### config.mk
export PLATFORM = sky130hd
export DESIGN_NAME = combo_random_generator_core_flat
export DESIGN_NICKNAME = d
export VERILOG_FILES = /design/src/design/crg_pkg.sv /design/src/design/crg_stream_if.sv /design/src/design/crg_state.sv /design/src/design/crg_divider.sv /design/src/design/combo_random_generator_core.sv /design/src/flat_wrapper.sv
export SDC_FILE = /design/constraint.sdc
export NUM_CORES = 2
export LEC_CHECK = 0
export BUFFER_PORTS_ARGS = -buffer_cell sky130_fd_sc_hd__clkbuf_2
export CAP_MARGIN = 10
export CORE_UTILIZATION = 50
export DETAILED_ROUTE_END_ITERATION = 10
export GPL_ROUTABILITY_DRIVEN = 0
export PLACE_DENSITY = 0.68
export SYNTH_ARGS = -nofsm -noshare
export SYNTH_HDL_FRONTEND = slang
export SYNTH_SLANG_ARGS = --single-unit
export TNS_END_PERCENT = 10
### constraint.sdc
create_clock -name clk_i -period 17.1 [get_ports clk_i]
set_input_delay 0 -clock clk_i [delete_from_list [all_inputs] [get_ports clk_i]]
set_output_delay 0 -clock clk_i [all_outputs]
set_load 0.01 [all_outputs]
### src/design/crg_pkg.sv
`timescale 1ns / 1ps
// Shared types, constants and helpers of the combination random generator.
// No dependencies; the state, divider, core and checker files refer to this package.
package crg_pkg;

  // Request modes.
  typedef enum logic [1:0] {
    ModeReseed = 2'd0,
    ModeRaw    = 2'd1,
    ModeAbs    = 2'd2,
    ModeMod    = 2'd3
  } mode_e;

  localparam int unsigned WordW  = 32;
  localparam int unsigned LimitW = 31;
  localparam int unsigned DivSteps = LimitW;
  localparam int unsigned CntW   = $clog2(DivSteps);

  // Multiply-with-carry constants.
  localparam logic [14:0] MwcMult = 15'd30903;
  localparam int unsigned MwcShift = 16;

  // State after reset: the reseed with a zero seed.
  localparam logic [WordW-1:0] LagReset     = 32'd3;
  localparam logic [WordW-1:0] ProductReset = 32'd1;
  localparam logic [WordW-1:0] CarryReset   = 32'd1;

  localparam logic [WordW-1:0] NegMin = 32'h8000_0000;
  localparam logic [LimitW-1:0] PosMax = 31'h7FFF_FFFF;

  typedef logic signed [WordW-1:0] seed_t;

  typedef struct packed {
    mode_e              mode;
    logic [LimitW-1:0]  limit;
  } req_t;

  typedef struct packed {
    logic signed [WordW-1:0] value;
    logic                    divide_error;
  } res_t;

  // Control from the sequencer to the state words.
  typedef struct packed {
    logic load;
    logic step;
  } state_ctrl_t;

  // Control to and status from the remainder unit.
  typedef struct packed {
    logic start;
  } div_ctrl_t;

  typedef struct packed {
    logic busy;
    logic done;
  } div_status_t;

  // Magnitude of a two's complement word; the most negative value saturates.
  function automatic logic [LimitW-1:0] magnitude(input logic [WordW-1:0] sum);
    logic [WordW-1:0] neg;
    neg = ~sum + 32'd1;
    if (sum == NegMin) begin
      return PosMax;
    end else if (sum[WordW-1]) begin
      return neg[LimitW-1:0];
    end else begin
      return sum[LimitW-1:0];
    end
  endfunction

endpackage

### src/design/crg_stream_if.sv
`timescale 1ns / 1ps
// Valid/ready channel carrying one payload item per handshake.
// The payload type is a parameter; types come from crg_pkg.
interface crg_stream_if #(
  parameter type payload_t = logic
);
  logic     valid;
  logic     ready;
  payload_t payload;

  modport source (output valid, output payload, input ready);
  modport sink (input valid, input payload, output ready);
endinterface

### src/design/crg_state.sv
`timescale 1ns / 1ps
// Generator state words: product pair and multiply-with-carry word.
// Uses crg_pkg for widths, constants and the control struct.
module crg_state (
  input  logic                        clk_i,
  input  logic                        rst_ni,
  input  crg_pkg::state_ctrl_t        ctrl_i,
  input  crg_pkg::seed_t              seed_i,
  output logic [crg_pkg::WordW-1:0]   product_o,
  output logic [crg_pkg::WordW-1:0]   carry_o
);

  logic [crg_pkg::WordW-1:0] lag_q, lag_d;
  logic [crg_pkg::WordW-1:0] product_q, product_d;
  logic [crg_pkg::WordW-1:0] carry_q, carry_d;
  logic [crg_pkg::WordW-1:0] seed_bits;
  logic [crg_pkg::WordW-1:0] prod_full;
  logic [30:0]               mwc_prod;

  assign seed_bits = crg_pkg::WordW'(seed_i);

  // One step: product pair multiply and multiply-with-carry update.
  // The low half times the multiplier is below 2^31, so 31 bits hold it.
  assign prod_full = lag_q * product_q;
  assign mwc_prod  = {15'd0, carry_q[15:0]} * {16'd0, crg_pkg::MwcMult};

  always_comb begin
    lag_d     = lag_q;
    product_d = product_q;
    carry_d   = carry_q;
    if (ctrl_i.load) begin
      lag_d     = {seed_bits[crg_pkg::WordW-4:0], 3'b011};
      product_d = {seed_bits[crg_pkg::WordW-2:0], 1'b1};
      carry_d   = seed_bits | 32'd1;
    end else if (ctrl_i.step) begin
      lag_d     = product_q;
      product_d = prod_full;
      carry_d   = {1'b0, mwc_prod} + {16'd0, carry_q[crg_pkg::WordW-1:crg_pkg::MwcShift]};
    end
  end

  always_ff @(posedge clk_i or negedge rst_ni) begin
    if (!rst_ni) begin
      lag_q     <= crg_pkg::LagReset;
      product_q <= crg_pkg::ProductReset;
      carry_q   <= crg_pkg::CarryReset;
    end else begin
      lag_q     <= lag_d;
      product_q <= product_d;
      carry_q   <= carry_d;
    end
  end

  assign product_o = product_q;
  assign carry_o   = carry_q;

endmodule

### src/design/crg_divider.sv
`timescale 1ns / 1ps
// Restoring remainder unit: one shift and conditional subtract per cycle.
// Uses crg_pkg for widths, step count and the control/status structs.
module crg_divider (
  input  logic                         clk_i,
  input  logic                         rst_ni,
  input  crg_pkg::div_ctrl_t           ctrl_i,
  input  logic [crg_pkg::LimitW-1:0]   dividend_i,
  input  logic [crg_pkg::LimitW-1:0]   divisor_i,
  output crg_pkg::div_status_t         status_o,
  output logic [crg_pkg::LimitW-1:0]   remainder_o
);

  logic [crg_pkg::LimitW-1:0] rem_q, rem_d;
  logic [crg_pkg::LimitW-1:0] num_q, num_d;
  logic [crg_pkg::LimitW-1:0] div_q, div_d;
  logic [crg_pkg::CntW-1:0]   cnt_q, cnt_d;
  logic                       busy_q, busy_d;
  logic                       done_q, done_d;
  logic [crg_pkg::LimitW:0]   trial;
  logic [crg_pkg::LimitW:0]   diff;

  // Bring down the next dividend bit and try the subtraction.
  assign trial = {rem_q, num_q[crg_pkg::LimitW-1]};
  assign diff  = trial - {1'b0, div_q};

  always_comb begin
    rem_d  = rem_q;
    num_d  = num_q;
    div_d  = div_q;
    cnt_d  = cnt_q;
    busy_d = busy_q;
    done_d = 1'b0;
    if (ctrl_i.start) begin
      rem_d  = '0;
      num_d  = dividend_i;
      div_d  = divisor_i;
      cnt_d  = '0;
      busy_d = 1'b1;
    end else if (busy_q) begin
      rem_d = (trial >= {1'b0, div_q}) ? diff[crg_pkg::LimitW-1:0]
                                       : trial[crg_pkg::LimitW-1:0];
      num_d = {num_q[crg_pkg::LimitW-2:0], 1'b0};
      cnt_d = cnt_q + crg_pkg::CntW'(1);
      if (cnt_q == crg_pkg::CntW'(crg_pkg::DivSteps - 1)) begin
        busy_d = 1'b0;
        done_d = 1'b1;
      end
    end
  end

  // Control state is reset; operands are payload.
  always_ff @(posedge clk_i or negedge rst_ni) begin
    if (!rst_ni) begin
      cnt_q  <= '0;
      busy_q <= 1'b0;
      done_q <= 1'b0;
    end else begin
      cnt_q  <= cnt_d;
      busy_q <= busy_d;
      done_q <= done_d;
    end
  end

  always_ff @(posedge clk_i) begin
    rem_q <= rem_d;
    num_q <= num_d;
    div_q <= div_d;
  end

  assign status_o.busy = busy_q;
  assign status_o.done = done_q;
  assign remainder_o   = rem_q;

endmodule

### src/design/combo_random_generator_core.sv
`timescale 1ns / 1ps
// Combination random generator: one request item in, one result item out.
// A reseed loads the state and goes straight to the result; raw, absolute and zero-limit
// modulo step the state, then form the sum; modulo also runs the 31-step remainder loop.
// One request at a time: the next item is taken the cycle after the result is registered,
// and a finished result waits while the previous one is still unaccepted.
// Reset (rst_ni low, asynchronous) loads the zero-seed state, clears the seed and any result.
module combo_random_generator_core (
  input  logic         clk_i,
  input  logic         rst_ni,
  crg_stream_if.sink   req_i,
  crg_stream_if.source res_o,
  crg_stream_if.sink   cfg_i
);

  localparam logic [2:0] StIdle = 3'd0;
  localparam logic [2:0] StStep = 3'd1;
  localparam logic [2:0] StSum  = 3'd2;
  localparam logic [2:0] StDiv  = 3'd3;
  localparam logic [2:0] StFin  = 3'd4;

  logic [2:0]                   state_q, state_d;
  crg_pkg::mode_e               mode_q, mode_d;
  logic [crg_pkg::LimitW-1:0]   limit_q, limit_d;
  logic [crg_pkg::WordW-1:0]    result_q, result_d;
  logic                         err_q, err_d;
  crg_pkg::seed_t               seed_q;
  logic                         res_valid_q, res_valid_d;
  crg_pkg::res_t                res_q, res_d;

  crg_pkg::state_ctrl_t         sctrl;
  crg_pkg::div_ctrl_t           dctrl;
  crg_pkg::div_status_t         dstat;
  logic [crg_pkg::WordW-1:0]    product;
  logic [crg_pkg::WordW-1:0]    carry;
  logic [crg_pkg::WordW-1:0]    sum;
  logic [crg_pkg::LimitW-1:0]   mag;
  logic [crg_pkg::LimitW-1:0]   remainder;
  logic                         req_fire;
  logic                         res_free;

  // Seed register; the write channel never stalls.
  assign cfg_i.ready = 1'b1;

  always_ff @(posedge clk_i or negedge rst_ni) begin
    if (!rst_ni) begin
      seed_q <= '0;
    end else if (cfg_i.valid) begin
      seed_q <= cfg_i.payload;
    end
  end

  crg_state u_state (
    .clk_i     (clk_i),
    .rst_ni    (rst_ni),
    .ctrl_i    (sctrl),
    .seed_i    (seed_q),
    .product_o (product),
    .carry_o   (carry)
  );

  crg_divider u_divider (
    .clk_i       (clk_i),
    .rst_ni      (rst_ni),
    .ctrl_i      (dctrl),
    .dividend_i  (mag),
    .divisor_i   (limit_q),
    .status_o    (dstat),
    .remainder_o (remainder)
  );

  assign sum      = product + carry;
  assign mag      = crg_pkg::magnitude(sum);
  assign req_fire = req_i.valid && req_i.ready;
  assign res_free = !res_valid_q || res_o.ready;

  assign req_i.ready = (state_q == StIdle);

  // Sequencer over the state words and the remainder unit.
  always_comb begin
    state_d     = state_q;
    mode_d      = mode_q;
    limit_d     = limit_q;
    result_d    = result_q;
    err_d       = err_q;
    sctrl       = '0;
    dctrl       = '0;
    res_valid_d = res_valid_q;
    res_d       = res_q;
    if (res_valid_q && res_o.ready) begin
      res_valid_d = 1'b0;
    end
    case (state_q)
      StIdle: begin
        if (req_fire) begin
          mode_d   = req_i.payload.mode;
          limit_d  = req_i.payload.limit;
          result_d = '0;
          err_d    = 1'b0;
          if (req_i.payload.mode == crg_pkg::ModeReseed) begin
            sctrl.load = 1'b1;
            state_d    = StFin;
          end else begin
            state_d = StStep;
          end
        end
      end
      StStep: begin
        sctrl.step = 1'b1;
        state_d    = StSum;
      end
      StSum: begin
        state_d = StFin;
        case (mode_q)
          crg_pkg::ModeRaw: result_d = sum;
          crg_pkg::ModeAbs: result_d = {1'b0, mag};
          crg_pkg::ModeMod: begin
            if (limit_q == '0) begin
              err_d = 1'b1;
            end else begin
              dctrl.start = 1'b1;
              state_d     = StDiv;
            end
          end
          default: result_d = '0;
        endcase
      end
      StDiv: begin
        if (dstat.done && !dstat.busy) begin
          result_d = {1'b0, remainder};
          state_d  = StFin;
        end
      end
      StFin: begin
        if (res_free) begin
          res_valid_d        = 1'b1;
          res_d.value        = result_q;
          res_d.divide_error = err_q;
          state_d            = StIdle;
        end
      end
      default: state_d = StIdle;
    endcase
  end

  always_ff @(posedge clk_i or negedge rst_ni) begin
    if (!rst_ni) begin
      state_q     <= StIdle;
      res_valid_q <= 1'b0;
    end else begin
      state_q     <= state_d;
      res_valid_q <= res_valid_d;
    end
  end

  always_ff @(posedge clk_i) begin
    mode_q   <= mode_d;
    limit_q  <= limit_d;
    result_q <= result_d;
    err_q    <= err_d;
    res_q    <= res_d;
  end

  assign res_o.valid   = res_valid_q;
  assign res_o.payload = res_q;

endmodule

### src/flat_wrapper.sv
// flat-port wrapper written by rule: the top's interface ports become plain ports
module combo_random_generator_core_flat 
  (clk_i, rst_ni, req_i_valid, req_i_payload, req_i_ready, res_o_valid, res_o_payload, res_o_ready, cfg_i_valid, cfg_i_payload, cfg_i_ready);
  crg_stream_if #(.payload_t(crg_pkg::req_t)) req_i_i ();
  crg_stream_if #(.payload_t(crg_pkg::res_t)) res_o_i ();
  crg_stream_if #(.payload_t(crg_pkg::seed_t)) cfg_i_i ();
  input  logic clk_i;
  input  logic rst_ni;
  input wire logic [$bits(req_i_i.valid)-1:0] req_i_valid;
  input wire logic [$bits(req_i_i.payload)-1:0] req_i_payload;
  output wire logic [$bits(req_i_i.ready)-1:0] req_i_ready;
  output wire logic [$bits(res_o_i.valid)-1:0] res_o_valid;
  output wire logic [$bits(res_o_i.payload)-1:0] res_o_payload;
  input wire logic [$bits(res_o_i.ready)-1:0] res_o_ready;
  input wire logic [$bits(cfg_i_i.valid)-1:0] cfg_i_valid;
  input wire logic [$bits(cfg_i_i.payload)-1:0] cfg_i_payload;
  output wire logic [$bits(cfg_i_i.ready)-1:0] cfg_i_ready;
  assign req_i_i.valid = req_i_valid;
  assign req_i_i.payload = req_i_payload;
  assign req_i_ready = req_i_i.ready;
  assign res_o_valid = res_o_i.valid;
  assign res_o_payload = res_o_i.payload;
  assign res_o_i.ready = res_o_ready;
  assign cfg_i_i.valid = cfg_i_valid;
  assign cfg_i_i.payload = cfg_i_payload;
  assign cfg_i_ready = cfg_i_i.ready;
  combo_random_generator_core u_core (.clk_i(clk_i), .rst_ni(rst_ni), .req_i(req_i_i), .res_o(res_o_i), .cfg_i(cfg_i_i));
endmodule
After elaboration in Yosys (flattened, before gate mapping)
Cells that the tools add are included.
{"block": "word_totals", "ff_bits": 331, "elab_cells": 104, "out_inout_bits": 36, "in_bits": 70}
{"block": "classes", "add_sub_neg": 5, "n_reduce_logical": 18, "n_bitwise": 1, "n_lt_le_gt_ge": 1, "n_mux": 44, "mul": 2, "eq_ne": 15}
{"op": "32-bit 2-to-1 mux", "n": 8}
{"op": "32-bit one-hot mux with 3 select lines", "n": 2}
{"op": "31-bit 2-to-1 mux", "n": 5}
{"op": "31-bit by 16-bit adder with 32-bit output", "n": 1}
{"op": "32-bit adder", "n": 1}
{"op": "32-bit equality test, second input constant", "n": 1}
{"op": "32-bit by 31-bit >= comparator with 1-bit output", "n": 1}
{"op": "32-bit by 32-bit multiplier with 32-bit output", "n": 1}
{"op": "31-bit by 1-bit adder with 31-bit output, second input constant", "n": 1}
{"op": "31-bit zero test", "n": 1}
{"op": "16-bit by 15-bit multiplier with 31-bit output, second input constant", "n": 1}
{"op": "31-bit inverter", "n": 1}
{"op": "31-bit subtractor", "n": 1}
{"op": "1-bit 2-to-1 mux", "n": 19}
{"op": "3-bit 2-to-1 mux", "n": 6}
{"op": "3-bit one-hot mux with 5 select lines", "n": 1}
{"op": "5-bit 2-to-1 mux", "n": 2}
{"op": "2-bit by 1-bit != test with 1-bit output, second input constant", "n": 4}
{"op": "4-bit AND reduction", "n": 2}
{"op": "3-bit by 2-bit equality test with 1-bit output, second input constant", "n": 2}
{"op": "2-bit nonzero test", "n": 3}
{"op": "5-bit by 1-bit adder with 5-bit output, second input constant", "n": 1}
{"op": "5-bit equality test, second input constant", "n": 1}
{"op": "2-bit equality test, second input constant", "n": 2}
{"op": "other kinds (13)", "n": 18}

Logic depth before layout (Yosys ltp)
{"block": "depth", "depth_word": 7, "mapped_depth": 29, "mapped_depth_nobuf": 27}

Modules after synthesis
From an unflattened synthesis, not the netlist that was laid out.
{"block": "unflattened", "cells_unflattened": 4159, "area_unflattened_um2": 39755.6}
{"mod": "crg_state", "seq_area_each_um2": 2407.3, "area_per_inst_um2": 24875.1, "cells_each": 2650, "instances": 1}
{"mod": "combo_random_generator_core", "seq_area_each_um2": 3873.7, "area_per_inst_um2": 8914.8, "cells_each": 904, "instances": 1}
{"mod": "crg_divider", "seq_area_each_um2": 2657.5, "area_per_inst_um2": 5965.7, "cells_each": 605, "instances": 1}

Worst setup path after synthesis
Ideal clock, no wire load.
{"block": "synth_path", "kind": "reg2reg", "startpoint": "register u_core.u_state.product_q (netlist bit u_core.u_state.product_o[6])", "endpoint": "register u_core.u_state.product_q (netlist bit u_core.u_state.product_o[31])", "setup_slack_ns": 9.717, "synth_period_minus_slack_ns": 7.383, "required_ns": 16.967, "setup_ns": 0.133, "t_arrival_ns": 7.250, "n_path_buf": 2, "stages_incl_launch_ff": 28, "cell_sequence": "dfrtp_1 clkbuf_1 clkbuf_1 and2_1 fa_1 fa_1 fa_1 inv_1 fa_1 inv_1 fa_1 inv_1 fa_1 inv_1 fa_1 fa_1 ha_1 a21o_1 a21o_1 a21oi_1 o21ai_0 a21o_1 a221oi_1 nor2b_1 or4_1 a31oi_1 xnor2_1 o21ai_0"}
{"block": "synth_via", "elab_chain_cells": 3}
{"item": "start: declaration", "line": "crg_state.sv:14", "text": "logic [crg_pkg::WordW-1:0] product_q, product_d;"}
{"item": "start signal: assignment", "line": "crg_state.sv:45", "text": "product_q <= crg_pkg::ProductReset;"}
{"item": "start signal: assignment", "line": "crg_state.sv:49", "text": "product_q <= product_d;"}
{"item": "32-bit by 32-bit multiplier with 32-bit output", "line": "crg_state.sv:24", "text": "assign prod_full = lag_q * product_q;"}
{"item": "32-bit 2-to-1 mux", "line": "crg_state.sv:35", "text": "end else if (ctrl_i.step) begin"}
{"item": "32-bit 2-to-1 mux", "line": "crg_state.sv:31", "text": "if (ctrl_i.load) begin"}
No other way between the ends. The select of a mux whose other input is x is not followed.
A chain may end at the register's enable or synchronous reset.

Worst setup path in the final report
{"block": "layout_path", "startpoint": "register u_core.u_state.lag_q[12] (netlist bit)", "endpoint": "register u_core.u_state.product_q (netlist bit u_core.u_state.product_o[31])"}
{"block": "layout_via", "elab_chain_cells": 3}
{"item": "start: declaration", "line": "crg_state.sv:13", "text": "logic [crg_pkg::WordW-1:0] lag_q, lag_d;"}
{"item": "start signal: assignment", "line": "crg_state.sv:44", "text": "lag_q <= crg_pkg::LagReset;"}
{"item": "start signal: assignment", "line": "crg_state.sv:48", "text": "lag_q <= lag_d;"}
{"item": "32-bit by 32-bit multiplier with 32-bit output", "line": "crg_state.sv:24"}
{"item": "32-bit 2-to-1 mux", "line": "crg_state.sv:35"}
{"item": "32-bit 2-to-1 mux", "line": "crg_state.sv:31"}
No other way between the ends. The select of a mux whose other input is x is not followed.

==> metrics.txt <==
Root Buffer Master=clkbuf_16; period utilization=0.494; Synthesis Warnings=0; Syn Nets=4801; Clock Latency Late Sink=0.56 ns; Max Transition Viols Final=0; maximum fanout along the worst path=21; initial antenna violation count=2; #FFs+latches synth=331; Setup TNS Final=0 ns; nets@finish=4881; ys flop type=edfxtp_1; # rows=100; Data arrival, critical path=8.85 ns; Top Ports=106; Tmin final=8.44 ns; Starting Density=0.507; largest buffer count on any clock path=3; sequential fraction of the synthesis area=0.236; TritonCTS Buffers=34; H-tree depth=2; vias in the first global route=29300; CP endpoint kind=register; Max stage delay cell, worst path=dfrtp_1; Die Span X=277 um; total gr overflow=0; post-synthesis async set-or-reset flop share=0.420; CTS tree=done; min-delay worst type=in2async; final wirelength=107000 um; DP Wirelength=81800 um; worst slew pin tran=1.06 ns; via count=28600; Mapped Cells=3902; outcome=complete, no violations; Setup Buffers After CTS=0; core area=74800 um2; DR iter-0 viols=2746; area leader, netlist=fa_1; Port-buffer cells=104; drt pass-1 iters=6; final setup fails=0; share of layout cells above drive strength 1=0.0746; Post-synth EDFFs=161; Die ar.=77000 um2; Top cell by count, worst path=fa_1; Syn Area/Cell=9.73 um2; max_cap viols=0; clk slew on worst S/H paths=0.06 ns; Layout area overhead=8.70%; area share of the largest cell type after synthesis=0.270; kind of start point of the critical path=register; Setup CP Type=reg2reg; DR vias/cell=5.74; synth unique cells=94; Final ANT Viol Nets=0; number of antenna cells inserted=0; TritonCTS Sinks=331; Max stage delay on crit path=0.86 ns; largest net degree at the start of global routing=72; RSZ-0062 raised after global routing=no; clk_skew=0.0191 ns; WL per Instance=21.4 um; synthesized area=37900 um2; Remaining DRCs=0; Die Y=277 um; Synth area leaders=fa_1, edfxtp_1, ha_1; Critical Path RT=17.50 ns; Slew HR=0.293; first-pass GRT wire length=170000 um; Max Clock Freq=118 MHz; Final Hold Fails=0; GRT Util Overall=0.286
worst paths after layout:
kind | from | endpoint | slack, ns | cells after the start
min in group clk_i | cfg_i_valid | u_core.seed_q[31] | 0.10 | 4
min | rst_ni | u_core.seed_q[12] | 0.02 | 2
max reg2reg | u_core.u_state.lag_q[12] | u_core.u_state.product_o[31] | 8.66 | 25
max in group asynchronous | rst_ni | u_core.u_divider.busy_q | 15.52 | 3
max | u_core.u_state.lag_q[12] | u_core.u_state.product_o[31] | 8.66 | 25
min reg2reg | u_core.result_q[15] | u_core.res_o.payload[16] | 0.42 | 0
synthesized netlist by cell type, drive strengths merged (28+ instances only):
library cell and number:
inv 576, nand2 393, dfrtp 135, mux2 33, o21ai 124, fa 512, a21oi 153, o31ai 39
dfxtp 31, edfxtp 161, a22oi 45, nand2b 28, xnor2 106, a21o 67, a31oi 32, xor2 64
nor3 39, nor2 172, ha 317, nand3 41, and2 322, clkbuf 173
routing by layer:
metal  up-vias  part of all wire  track usage
met3       198             0.087       0.0532
met5         -           0.00012            0
li1      13000                 -            -
met1     14200              0.43        0.404
met2      1174              0.45        0.443
met4         2             0.037       0.0944
cell families (layout without fill, tap and decap cells):
kind of cell,Yosys count,count (layout),synth area share
other,1,1,0.0000988
and+or+nand+nor,1123,1123,0.148
AOI/OAI and AO/OA,642,642,0.113
buffers and inverters,756,862,0.0751
DFF,331,331,0.236
muxes,50,50,0.0143
adders and majority gates,829,829,0.375
xor gates and xnor gates,170,170,0.0392
what timing repair did:
action                    in CTS  in global routing
hold endpoints to repair     137                  0
resized for setup              0                  0
hold buffers                  68                  0
critical path: cells and delay by family, from the launching register on:
kind                     cells  cell delay (ns)
XOR/XNOR                     1             0.14
flip-flops                   1             0.86
adder cells (fa/ha/maj)      9             4.19
AO/OA/AOI/OAI                8             2.05
buffers and inverters        4             0.20
AND/OR/NAND/NOR              3             0.84
state kept, by name (all words and copies together) (netlist names):
| register | cells |
|---|---|
| u_core.seed_q | 32 |
| u_core.res_o.payload | 33 |
| u_core.u_divider.busy_q | 1 |
| u_core.u_divider.done_q | 1 |
| u_core.u_state.product_o | 32 |
| u_core.u_divider.num_q | 31 |
| u_core.u_divider.div_q | 31 |
| u_core.u_divider.remainder_o | 31 |
| u_core.mode_q | 2 |
| u_core.err_q | 1 |
| u_core.state_q | 3 |
| u_core.u_state.lag_q | 32 |
| u_core.limit_q | 31 |
| u_core.result_q | 32 |
| u_core.u_state.carry_o | 32 |
| u_core.res_o.valid | 1 |
| u_core.u_divider.cnt_q | 5 |
through the flow:
| stage | area, um2 | utilization | std cells | hold slack [ns] | setup WS [ns] |
|---|---|---|---|---|---|
| 5_1_grt | 41300 | 0.551 | 4977 | 0.0901 | 8.23 |
| 4_1_cts | 41200 | 0.551 | 4976 | 0.0413 | 8.57 |
| 2_1_floorplan | 37900 | - | 3902 | -0.296 | 9.72 |
| 3_3_place_gp | 39400 | 0.527 | 4846 | 0.0653 | 8.75 |
| 3_5_place_dp | 39400 | 0.527 | 4846 | 0.0576 | 8.61 |
| 6_report | 41300 | 0.551 | 4977 | 0.0219 | 8.66 |
area by class of cell:
| type | count | area [um2] |
|---|---|---|
| clock buffers | 44 | 951 |
| clock inverters | 18 | 186 |
| fillers | 6663 | 33600 |
| inverters | 577 | 2170 |
| multi-input cells | 2815 | 26200 |
| flip-flops and latches | 331 | 8940 |
| well taps | 969 | 1210 |
| repair buffers | 223 | 1590 |
layout by cell type, fill, tap and decap left out, types with 9 or more instances in the layout:
cell type	netlist	routed
a211oi_1	24	24
a21o_1	67	67
a21oi_1	152	151
a22oi_1	45	45
a31oi_1	32	32
and2_1	322	322
and3_1	15	15
buf_4	1	50
clkbuf_16	0	36
clkbuf_2	0	103
dfrtp_1	135	134
dfxtp_1	31	31
dlygate4sd3_1	0	68
edfxtp_1	161	161
fa_1	512	512
ha_1	317	317
inv_1	576	575
mux2_2	33	33
mux2i_1	17	17
nand2_1	393	392
nand2b_1	28	28
nand3_1	41	41
nand4_1	16	16
nor2_1	170	169
nor2b_1	21	21
nor3_1	39	35
nor4_1	15	15
o211ai_1	22	22
o21a_1	18	18
o21ai_0	120	120
o21bai_1	10	10
o31ai_1	39	39
or2_2	9	9
or3_1	12	12
or4_1	9	9
xnor2_1	106	106
xor2_1	64	64
Power is not shown: default switching activity piles up to over one toggle a cycle in this logic, so the estimate is an artifact.
